`src/sv/s256_pkg.sv`:
```
// Package with the SHA-256 types, constants and round functions.
`timescale 1ns / 1ps
package s256_pkg;

   typedef enum logic [1:0] {
      RD_IDLE,
      RD_ROUND,
      RD_FINAL
   } round_state_type;

   typedef enum logic [1:0] {
      CSR_EXPECTED_0 = 2'd0,
      CSR_EXPECTED_1 = 2'd1,
      CSR_EXPECTED_2 = 2'd2,
      CSR_EXPECTED_3 = 2'd3
   } csr_index_type;

   localparam logic [7:0] PAD_BYTE = 8'h80;
   localparam logic [5:0] LEN_OFFSET = 6'd56;

   typedef struct packed {
      logic [511:0] block;
      logic         last;
   } block_job_type;

   function automatic logic [255:0] init_hash();
      init_hash = {32'h6a09e667, 32'hbb67ae85, 32'h3c6ef372, 32'ha54ff53a,
                   32'h510e527f, 32'h9b05688c, 32'h1f83d9ab, 32'h5be0cd19};
   endfunction

   function automatic logic [31:0] round_k(input logic [5:0] i);
      logic [31:0] k;
      case (i)
         6'd0: k = 32'h428a2f98;  6'd1: k = 32'h71374491;
         6'd2: k = 32'hb5c0fbcf;  6'd3: k = 32'he9b5dba5;
         6'd4: k = 32'h3956c25b;  6'd5: k = 32'h59f111f1;
         6'd6: k = 32'h923f82a4;  6'd7: k = 32'hab1c5ed5;
         6'd8: k = 32'hd807aa98;  6'd9: k = 32'h12835b01;
         6'd10: k = 32'h243185be; 6'd11: k = 32'h550c7dc3;
         6'd12: k = 32'h72be5d74; 6'd13: k = 32'h80deb1fe;
         6'd14: k = 32'h9bdc06a7; 6'd15: k = 32'hc19bf174;
         6'd16: k = 32'he49b69c1; 6'd17: k = 32'hefbe4786;
         6'd18: k = 32'h0fc19dc6; 6'd19: k = 32'h240ca1cc;
         6'd20: k = 32'h2de92c6f; 6'd21: k = 32'h4a7484aa;
         6'd22: k = 32'h5cb0a9dc; 6'd23: k = 32'h76f988da;
         6'd24: k = 32'h983e5152; 6'd25: k = 32'ha831c66d;
         6'd26: k = 32'hb00327c8; 6'd27: k = 32'hbf597fc7;
         6'd28: k = 32'hc6e00bf3; 6'd29: k = 32'hd5a79147;
         6'd30: k = 32'h06ca6351; 6'd31: k = 32'h14292967;
         6'd32: k = 32'h27b70a85; 6'd33: k = 32'h2e1b2138;
         6'd34: k = 32'h4d2c6dfc; 6'd35: k = 32'h53380d13;
         6'd36: k = 32'h650a7354; 6'd37: k = 32'h766a0abb;
         6'd38: k = 32'h81c2c92e; 6'd39: k = 32'h92722c85;
         6'd40: k = 32'ha2bfe8a1; 6'd41: k = 32'ha81a664b;
         6'd42: k = 32'hc24b8b70; 6'd43: k = 32'hc76c51a3;
         6'd44: k = 32'hd192e819; 6'd45: k = 32'hd6990624;
         6'd46: k = 32'hf40e3585; 6'd47: k = 32'h106aa070;
         6'd48: k = 32'h19a4c116; 6'd49: k = 32'h1e376c08;
         6'd50: k = 32'h2748774c; 6'd51: k = 32'h34b0bcb5;
         6'd52: k = 32'h391c0cb3; 6'd53: k = 32'h4ed8aa4a;
         6'd54: k = 32'h5b9cca4f; 6'd55: k = 32'h682e6ff3;
         6'd56: k = 32'h748f82ee; 6'd57: k = 32'h78a5636f;
         6'd58: k = 32'h84c87814; 6'd59: k = 32'h8cc70208;
         6'd60: k = 32'h90befffa; 6'd61: k = 32'ha4506ceb;
         6'd62: k = 32'hbef9a3f7; 6'd63: k = 32'hc67178f2;
         default: k = 32'h0;
      endcase
      round_k = k;
   endfunction

   function automatic logic [31:0] ror32(input logic [31:0] v, input int n);
      ror32 = (v >> n) | (v << (32 - n));
   endfunction

endpackage

```
`src/sv/s256_back.sv`:
```
// Compression engine: 64 rounds per block, digest slices into an output queue.
`timescale 1ns / 1ps
module s256_back (
   input  logic                    clock,
   input  logic                    reset,
   input  logic                    job_valid,
   input  s256_pkg::block_job_type job,
   output logic                    job_take,
   input  logic [255:0]            expected,
   output logic                    rsp_empty,
   input  logic                    rsp_pop,
   output logic [63:0]             rsp_digest_slice,
   output logic [1:0]              rsp_slice_index,
   output logic                    rsp_digest_matches,
   output logic                    rsp_last_slice
);
   import s256_pkg::*;

   round_state_type st_ff, st_in;
   logic [255:0] h_ff, h_in;
   logic [255:0] v_ff, v_in;
   logic [511:0] w_ff, w_in;
   logic [5:0]   rnd_ff;
   logic         last_ff;
   logic [255:0] dig_ff;
   logic         match_ff;
   logic [2:0]   out_cnt_ff;
   logic [1:0]   out_idx_ff;

   logic [31:0] a, bb, c, d, e, ff, g, hh, t1, t2, w0, s0, s1, wn, wi;
   logic        start, finish, out_busy;
   logic [255:0] sum;

   assign out_busy = (out_cnt_ff != 3'd0);

   always_comb begin
      st_in = st_ff;
      case (st_ff)
         RD_IDLE:  if (job_valid && !out_busy) st_in = RD_ROUND;
         RD_ROUND: if (rnd_ff == 6'd63) st_in = RD_FINAL;
         RD_FINAL: st_in = RD_IDLE;
         default:  st_in = RD_IDLE;
      endcase
   end

   always_comb begin
      start    = 1'b0;
      finish   = 1'b0;
      case (st_ff)
         RD_IDLE:  start  = job_valid && !out_busy;
         RD_FINAL: finish = 1'b1;
         default: ;
      endcase
   end
   assign job_take = start;

   always_comb begin
      {a, bb, c, d, e, ff, g, hh} = v_ff;
      wi = w_ff[511 -: 32];
      t1 = hh + (ror32(e, 6) ^ ror32(e, 11) ^ ror32(e, 25)) + ((e & ff) ^ (~e & g))
           + round_k(rnd_ff) + wi;
      t2 = (ror32(a, 2) ^ ror32(a, 13) ^ ror32(a, 22)) + ((a & bb) ^ (a & c) ^ (bb & c));
      w0 = w_ff[511 -: 32];
      s0 = ror32(w_ff[479 -: 32], 7) ^ ror32(w_ff[479 -: 32], 18) ^ (w_ff[479 -: 32] >> 3);
      s1 = ror32(w_ff[63 -: 32], 17) ^ ror32(w_ff[63 -: 32], 19) ^ (w_ff[63 -: 32] >> 10);
      wn = w0 + s0 + w_ff[223 -: 32] + s1;
      for (int i = 0; i < 8; i++)
         sum[255 - 32*i -: 32] = h_ff[255 - 32*i -: 32] + v_ff[255 - 32*i -: 32];
      v_in = {t1 + t2, a, bb, c, d + t1, e, ff, g};
      w_in = {w_ff[479:0], wn};
      h_in = sum;
   end

   always_ff @(posedge clock) begin
      if (start) begin
         v_ff    <= h_ff;
         w_ff    <= job.block;
         last_ff <= job.last;
      end else if (st_ff == RD_ROUND) begin
         v_ff <= v_in;
         w_ff <= w_in;
      end
      if (finish && last_ff) begin
         dig_ff   <= sum;
         match_ff <= (sum == expected);
      end
      if (reset) begin
         st_ff      <= RD_IDLE;
         h_ff       <= init_hash();
         rnd_ff     <= '0;
         out_cnt_ff <= '0;
         out_idx_ff <= '0;
      end else begin
         st_ff <= st_in;
         rnd_ff <= (st_ff == RD_ROUND) ? rnd_ff + 6'd1 : 6'd0;
         if (finish) h_ff <= last_ff ? init_hash() : h_in;
         if (finish && last_ff) begin
            out_cnt_ff <= 3'd4;
            out_idx_ff <= 2'd0;
         end else if (rsp_pop && out_busy) begin
            out_cnt_ff <= out_cnt_ff - 3'd1;
            out_idx_ff <= out_idx_ff + 2'd1;
         end
      end
   end

   assign rsp_empty          = !out_busy;
   assign rsp_digest_slice   = dig_ff[255 - 64*out_idx_ff -: 64];
   assign rsp_slice_index    = out_idx_ff;
   assign rsp_digest_matches = match_ff;
   assign rsp_last_slice     = (out_idx_ff == 2'd3);

   a_start_idle: assert property (@(posedge clock) disable iff (reset)
      start |=> st_ff == RD_ROUND) else $error("round did not start");
   a_out_hold: assert property (@(posedge clock) disable iff (reset)
      out_busy |-> st_ff == RD_IDLE || st_ff == RD_ROUND || st_ff == RD_FINAL)
      else $error("bad state");
   a_no_start_busy: assert property (@(posedge clock) disable iff (reset)
      start |-> !out_busy) else $error("block started while slices pending");

endmodule
```
`config.mk`:
```
export PLATFORM = sky130hd
export DESIGN_NAME = s256_back
export DESIGN_NICKNAME = d
export VERILOG_FILES = /design/src/sv/s256_pkg.sv /design/src/sv/s256_back.sv
export SDC_FILE = /design/constraint.sdc
export NUM_CORES = 2
export LEC_CHECK = 0
export BUFFER_PORTS_ARGS = -buffer_cell sky130_fd_sc_hd__buf_4
export CAP_MARGIN = 20
export CORE_MARGIN = 5
export CORE_UTILIZATION = 30
export DETAILED_ROUTE_END_ITERATION = 6
export GPL_TIMING_DRIVEN = 0
export PLACE_DENSITY = 0.46
export SLEW_MARGIN = 10
export SYNTH_ARGS = -nofsm -noshare
export SYNTH_HDL_FRONTEND = slang
export SYNTH_SLANG_ARGS = --single-unit
```
`constraint.sdc`:
```
create_clock -name clock -period 41.7 [get_ports clock]
set_input_delay 2.085 -clock clock [delete_from_list [all_inputs] [get_ports clock]]
set_output_delay 2.085 -clock clock [all_outputs]
set_load 0.005 [all_outputs]
```
# Word-level counts from Yosys, hierarchy flattened
# Memories as Yosys holds them, arrays and structs flattened. A register that Yosys moved wholly into a read port is not among the register bits.
# Cells that the tools add are included.
# totals
reg_bits	1295
romBits	2048
in_bits	773
out_inout_bits	70
word_cells	94
mem_count	1
# memory_table
memory	depth	word_bits	read_ports	rd_ports_with_merged_regs	write_ports	line	source
(name not given)	64	32	1	1	0	s256_pkg.sv:33	case (i)
# op_classes
addsub	22
eq_ne	7
shifts	1
muxes	13
bitwise	28
n_reduce_logical	11
# ops
cell	count
$mux W512	2
$mux W256	3
$add A32 B32 Y32	18
$shiftx A319 B33 Y64	1
$xor A32 B32 Y32	9
$eq A256 B256 Y1	1
$and A32 B32 Y32	5
$not A32 Y32	1
$or A10 B32 Y32	1
$or A13 B32 Y32	1
$or A14 B32 Y32	1
$or A15 B32 Y32	1
$or A19 B32 Y32	1
$or A21 B32 Y32	1
$or A25 B32 Y32	1
$or A26 B32 Y32	1
$or A30 B32 Y32	1
$or A7 B32 Y32	1
$xor A32 B22 Y32	1
$xor A32 B29 Y32	1
$sub A8 B8 Y9 const A	1
$add A6 B1 Y6 const B	1
$eq A6 B6 Y1 const B	1
$mux W3	2
other kinds (17)	25

# Longest topological paths before layout
# depth
ltp_word	10
mapped_depth	37
depth_no_buf	36

# Least setup slack after synthesis
# No wires, ideal clock.
# synth_path
kind	input to register
startpoint	input job_valid
endpoint	register v_ff[0] (enable)
setup_ns	1.929
t_arrival_ns	34.058
t_required_ns	39.771
slack_ns	5.713
path_stages	2
path_buffers	0
cell_sequence	a21oi_1 -> nor2_1
# synth_via
elab_chain_len	3
# synth_lines
item	line	source
start: declaration	s256_back.sv:6	input logic job_valid,
$logic_and A1 B1 Y1	s256_back.sv:50	RD_IDLE: start = job_valid && !out_busy;
$mux W1	s256_back.sv:49	case (st_ff)
$reduce_bool A2 Y1 (no line)	n/a	
end signal: assignment	s256_back.sv:80	v_ff <= v_in;
end: declaration	s256_back.sv:21	logic [255:0] v_ff, v_in;
# Every way passes these cells.
# A chain may end at the register's enable or synchronous reset.

# Final worst setup path
# layout_path
startpoint	register v_ff[122]
endpoint	register v_ff[254], data pin
# layout_via
elab_chain_len	10
word_cells_on_any_way	16
classes_between	5 x add/sub; 2 x mux; 9 x bitwise
# layout_lines
item	line	source
$or A21 B32 Y32 or $or A26 B32 Y32 (tied branches)	s256_pkg.sv:72	ror32 = (v >> n) | (v << (32 - n));
$xor A32 B32 Y32 (2 in series)	s256_back.sv:60	t1 = hh + (ror32(e, 6) ^ ror32(e, 11) ^ ror32(e, 25)) + ((e & ff) ^ (~e & g))
$add A32 B32 Y32	s256_back.sv:60	
$add A32 B32 Y32 *	s256_back.sv:60	
$add A32 B32 Y32 * (2 in series)	s256_back.sv:61	+ round_k(rnd_ff) + wi;
$add A32 B32 Y32 *	s256_back.sv:69	v_in = {t1 + t2, a, bb, c, d + t1, e, ff, g};
$mux W256 *	s256_back.sv:79	end else if (st_ff == RD_ROUND) begin
$mux W256 *	s256_back.sv:75	if (start) begin
# Mark *: on every way between the ends. The rest lies on a longest branch, timed or not. The select of a mux whose other input is x is not followed.

==> impl_metrics.yaml <==
critical_path:
  cp.depth: 35
  worst_setup_path_start_kind: "register"
  rr_worst_depth: 35
  worst_ep_required_time_ns: 42.30
  crit_type: "reg -> reg"
  critical_path_buf_inv_count: 4
  worst_setup_ep_type: "register"
  most_frequent_cell_on_the_critical_path: "sky130_fd_sc_hd__a21oi_1"
  cp.arrival_ns: 11.51
  cpLargestDelayFamily: "compound AO/OA/AOI/OAI gates"
  max_stage_delay_ns: 0.94
  worst_path_max_delay_cell: "sky130_fd_sc_hd__xor2_1"
  worstPathMaxFanout: 5
finish:
  register_cell_area_after_layout_sq_mm: 0.0368
  layout.cells.most_common_list: "sky130_fd_sc_hd__nand2_1, sky130_fd_sc_hd__edfxtp_1, sky130_fd_sc_hd__buf_4"
  finish.net_count: 11700
  area.growth.synth_to_final_pct: 21.3
  multi_input_area_sq_mm: 0.0451
  n_fill_cell: 29300
  layout_commonest_cell: "sky130_fd_sc_hd__nand2_1"
  final_layout_size_suffix_gt1_share_pct: 13.4
  postLayoutCoreUtil_pct: 36.5
floorplan:
  num_rows: 196
  io-pin-count: 843
  die_y_um: 544
  floorplan.die_area_sq_mm: 0.296
  die_w_um: 544
  initial_utilization_pct: 30.1
  design.core.area_sq_mm: 0.285
drt:
  drt_first_pass_iters: 5
  drt_iter0_drc: 8916
  detailroute.via_count: 77800
  detail_route.vias_per_cell: 5.43
  detail-route-antenna-nets: 0
  wirelength_um: 490000
  drc: 0
  drt-wirelength-per-cell_um: 34.2
sta:
  fin_worst_skew_ns: 0.0829
  setup_viol_count_final: 0
  fin_hold_ws_ns: 0.460
  timing_hold_violations_final: 0
  timing.final.ws_setup_ns: 30.78
  max-slew-margin-rel_pct: 10.2
  max_freq_mhz: 91.6
  period_needed_ns: 10.92
  fin_tns_setup_ns: 0
  max_slew.worst_pin.slew_ns: 1.33
  grt_setup_unrepaired: "false"
  fin_crit_sh_pct: 26.2
  finalMaxSlewViolations: 0
global_route:
  global_route.usage.total_pct: 31.8
  grt_max_degree: 58
  grt_antenna_before_repair: 79
  first_global_vias: 76000
  global_route.peak_usage_layer: "met2"
  grt_first_pass_wirelength_um: 645000
  globalRoute.totalOverflow: 0
  gr-usage-met1_pct: 40.2
  use_met2_pct: 52.2
  grt_util_met3_pct: 5.19
cts:
  cts_setup_buffers: 0
  clkLatencyLatePin_ns: 0.88
  cts_root_buffer: "sky130_fd_sc_hd__clkbuf_16"
  post_cts.resized_instances: 0
  htree_levels: 4
  path_clk_slew_ns: 0.07
  cts.sink_count: 1327
  cts_hold_buf: 0
  largest_buffer_count_on_any_clock_path: 4
  total_cts_buffers: 170
  cts_tree: "done"
place:
  dpl.hpwl_um: 414000
  gpl.final_weighted_congestion: 1.01
  place_ws_ns: 31.10
  port_buffers: 837
yosys:
  ys_warn_count: 0
  postSynthRegisterBits: 1327
  synth_enable_flop_cells: 1026
  synthesis.area_per_instance_sq_um: 9.23
  synth_seq_area_share_pct: 43.0
  syn-num-nets: 10600
  yosysUniqueCellTypes: 109
  synthesis.area_sq_mm: 0.0856
  synth_top_flop_cell: "sky130_fd_sc_hd__edfxtp_1"
  post_synth_inst_count: 9274
  share_of_synthesized_flip_flops_with_an_asynchronous_set_or_reset_pct: 0
outcome:
  status: "finished clean"
hold_path:
  min_path_cells: 2
  min_path_type: "reg -> reg"
run:
  drv_cap: 0
## synth_stat cells, drive strengths merged, types with 18 or more instances
library cell / number / area share, %
o211ai: 75 / 0.66
ha: 392 / 5.7
o21ai: 340 / 2.0
a22oi: 123 / 1.1
fa: 195 / 4.6
nor4: 46 / 0.35
a21oi: 448 / 2.6
nand2b: 54 / 0.39
nand3: 197 / 1.2
or3: 23 / 0.17
and2: 27 / 0.20
o31ai: 25 / 0.24
buf: 49 / 0.24
xnor2: 475 / 4.9
or2: 18 / 0.13
a211oi: 66 / 0.58
nand4: 58 / 0.42
o21bai: 37 / 0.32
o21a: 64 / 0.56
o22ai: 24 / 0.18
nand2: 2537 / 11
a2111oi: 31 / 0.38
inv: 530 / 2.3
a31oi: 59 / 0.45
o2111ai: 22 / 0.23
dfxtp: 301 / 7.0
nor2: 458 / 2.0
mux2: 31 / 0.41
a21o: 174 / 1.5
clkbuf: 434 / 1.9
nor2b: 49 / 0.36
xor2: 336 / 3.4
edfxtp: 1026 / 36
nor3: 139 / 0.82
and3: 46 / 0.34
mux4: 64 / 1.7
## registers in the layout (all words and copies together), names as in the netlist, named ones only
name and count:
dig_ff 256, h_ff 256, last_ff 1, out_cnt_ff 3, rnd_ff 6, rsp_digest_matches 1, rsp_slice_index 2, st_ff 2
v_ff 256, w_ff 512
## layer usage
layer,vias up,routed length [um]
met5,-,264
met4,40,32100
met3,815,36100
met2,3751,226000
met1,38800,196000
li1,34400,-
## worst paths after layout
check,endpoint,startpoint,slack (ns)
setup / recovery,v_ff[254]$_DFFE_PP_,v_ff[122]$_DFFE_PP_,30.78
hold / removal,w_ff[36]$_DFFE_PP_,w_ff[4]$_DFFE_PP_,0.46
hold reg to reg,w_ff[36]$_DFFE_PP_,w_ff[4]$_DFFE_PP_,0.46
setup reg to reg,v_ff[254]$_DFFE_PP_,v_ff[122]$_DFFE_PP_,30.78
## worst reg2reg max path: cells and delay by family, from the launching register on
family	cells	cell delay, ns
and+or+nand+nor	1	0.10
buffers and inverters	4	0.81
adders and majority gates	6	2.64
DFF	1	0.47
xor gates and xnor gates	4	2.12
AOI/OAI and AO/OA	20	4.48
## logic make-up after synthesis
family	after synthesis	share of synthesized area, %
multiplexers	112	2.29
adder cells (fa/ha/maj)	589	10.3
AO/OA/AOI/OAI	1673	12.9
flip-flops	1327	43.0
buffers and inverters	1015	4.48
XOR/XNOR	829	8.78
AND/OR/NAND/NOR	3729	18.2
## stage by stage
step / area (sq um) / instances
floorplan: 85600 / 9274
global route: 104000 / 14300
CTS: 104000 / 14300
finish: 104000 / 14300
global placement: 96600 / 13900
detailed placement: 98300 / 14000
## layout make-up
type / count / area share, %
repair buffers: 938 / 7.62
well taps: 3762 / 4.53
plain buffers: 483 / 1.80
clock buffers: 241 / 4.59
inverters: 532 / 1.92
clock inverters: 71 / 0.608
diodes: 36 / 0.0867
multi-input cells: 6932 / 43.4
flip-flops and latches: 1327 / 35.5
Power is not shown: default switching activity piles up to over one toggle a cycle in this logic, so the estimate is an artifact.
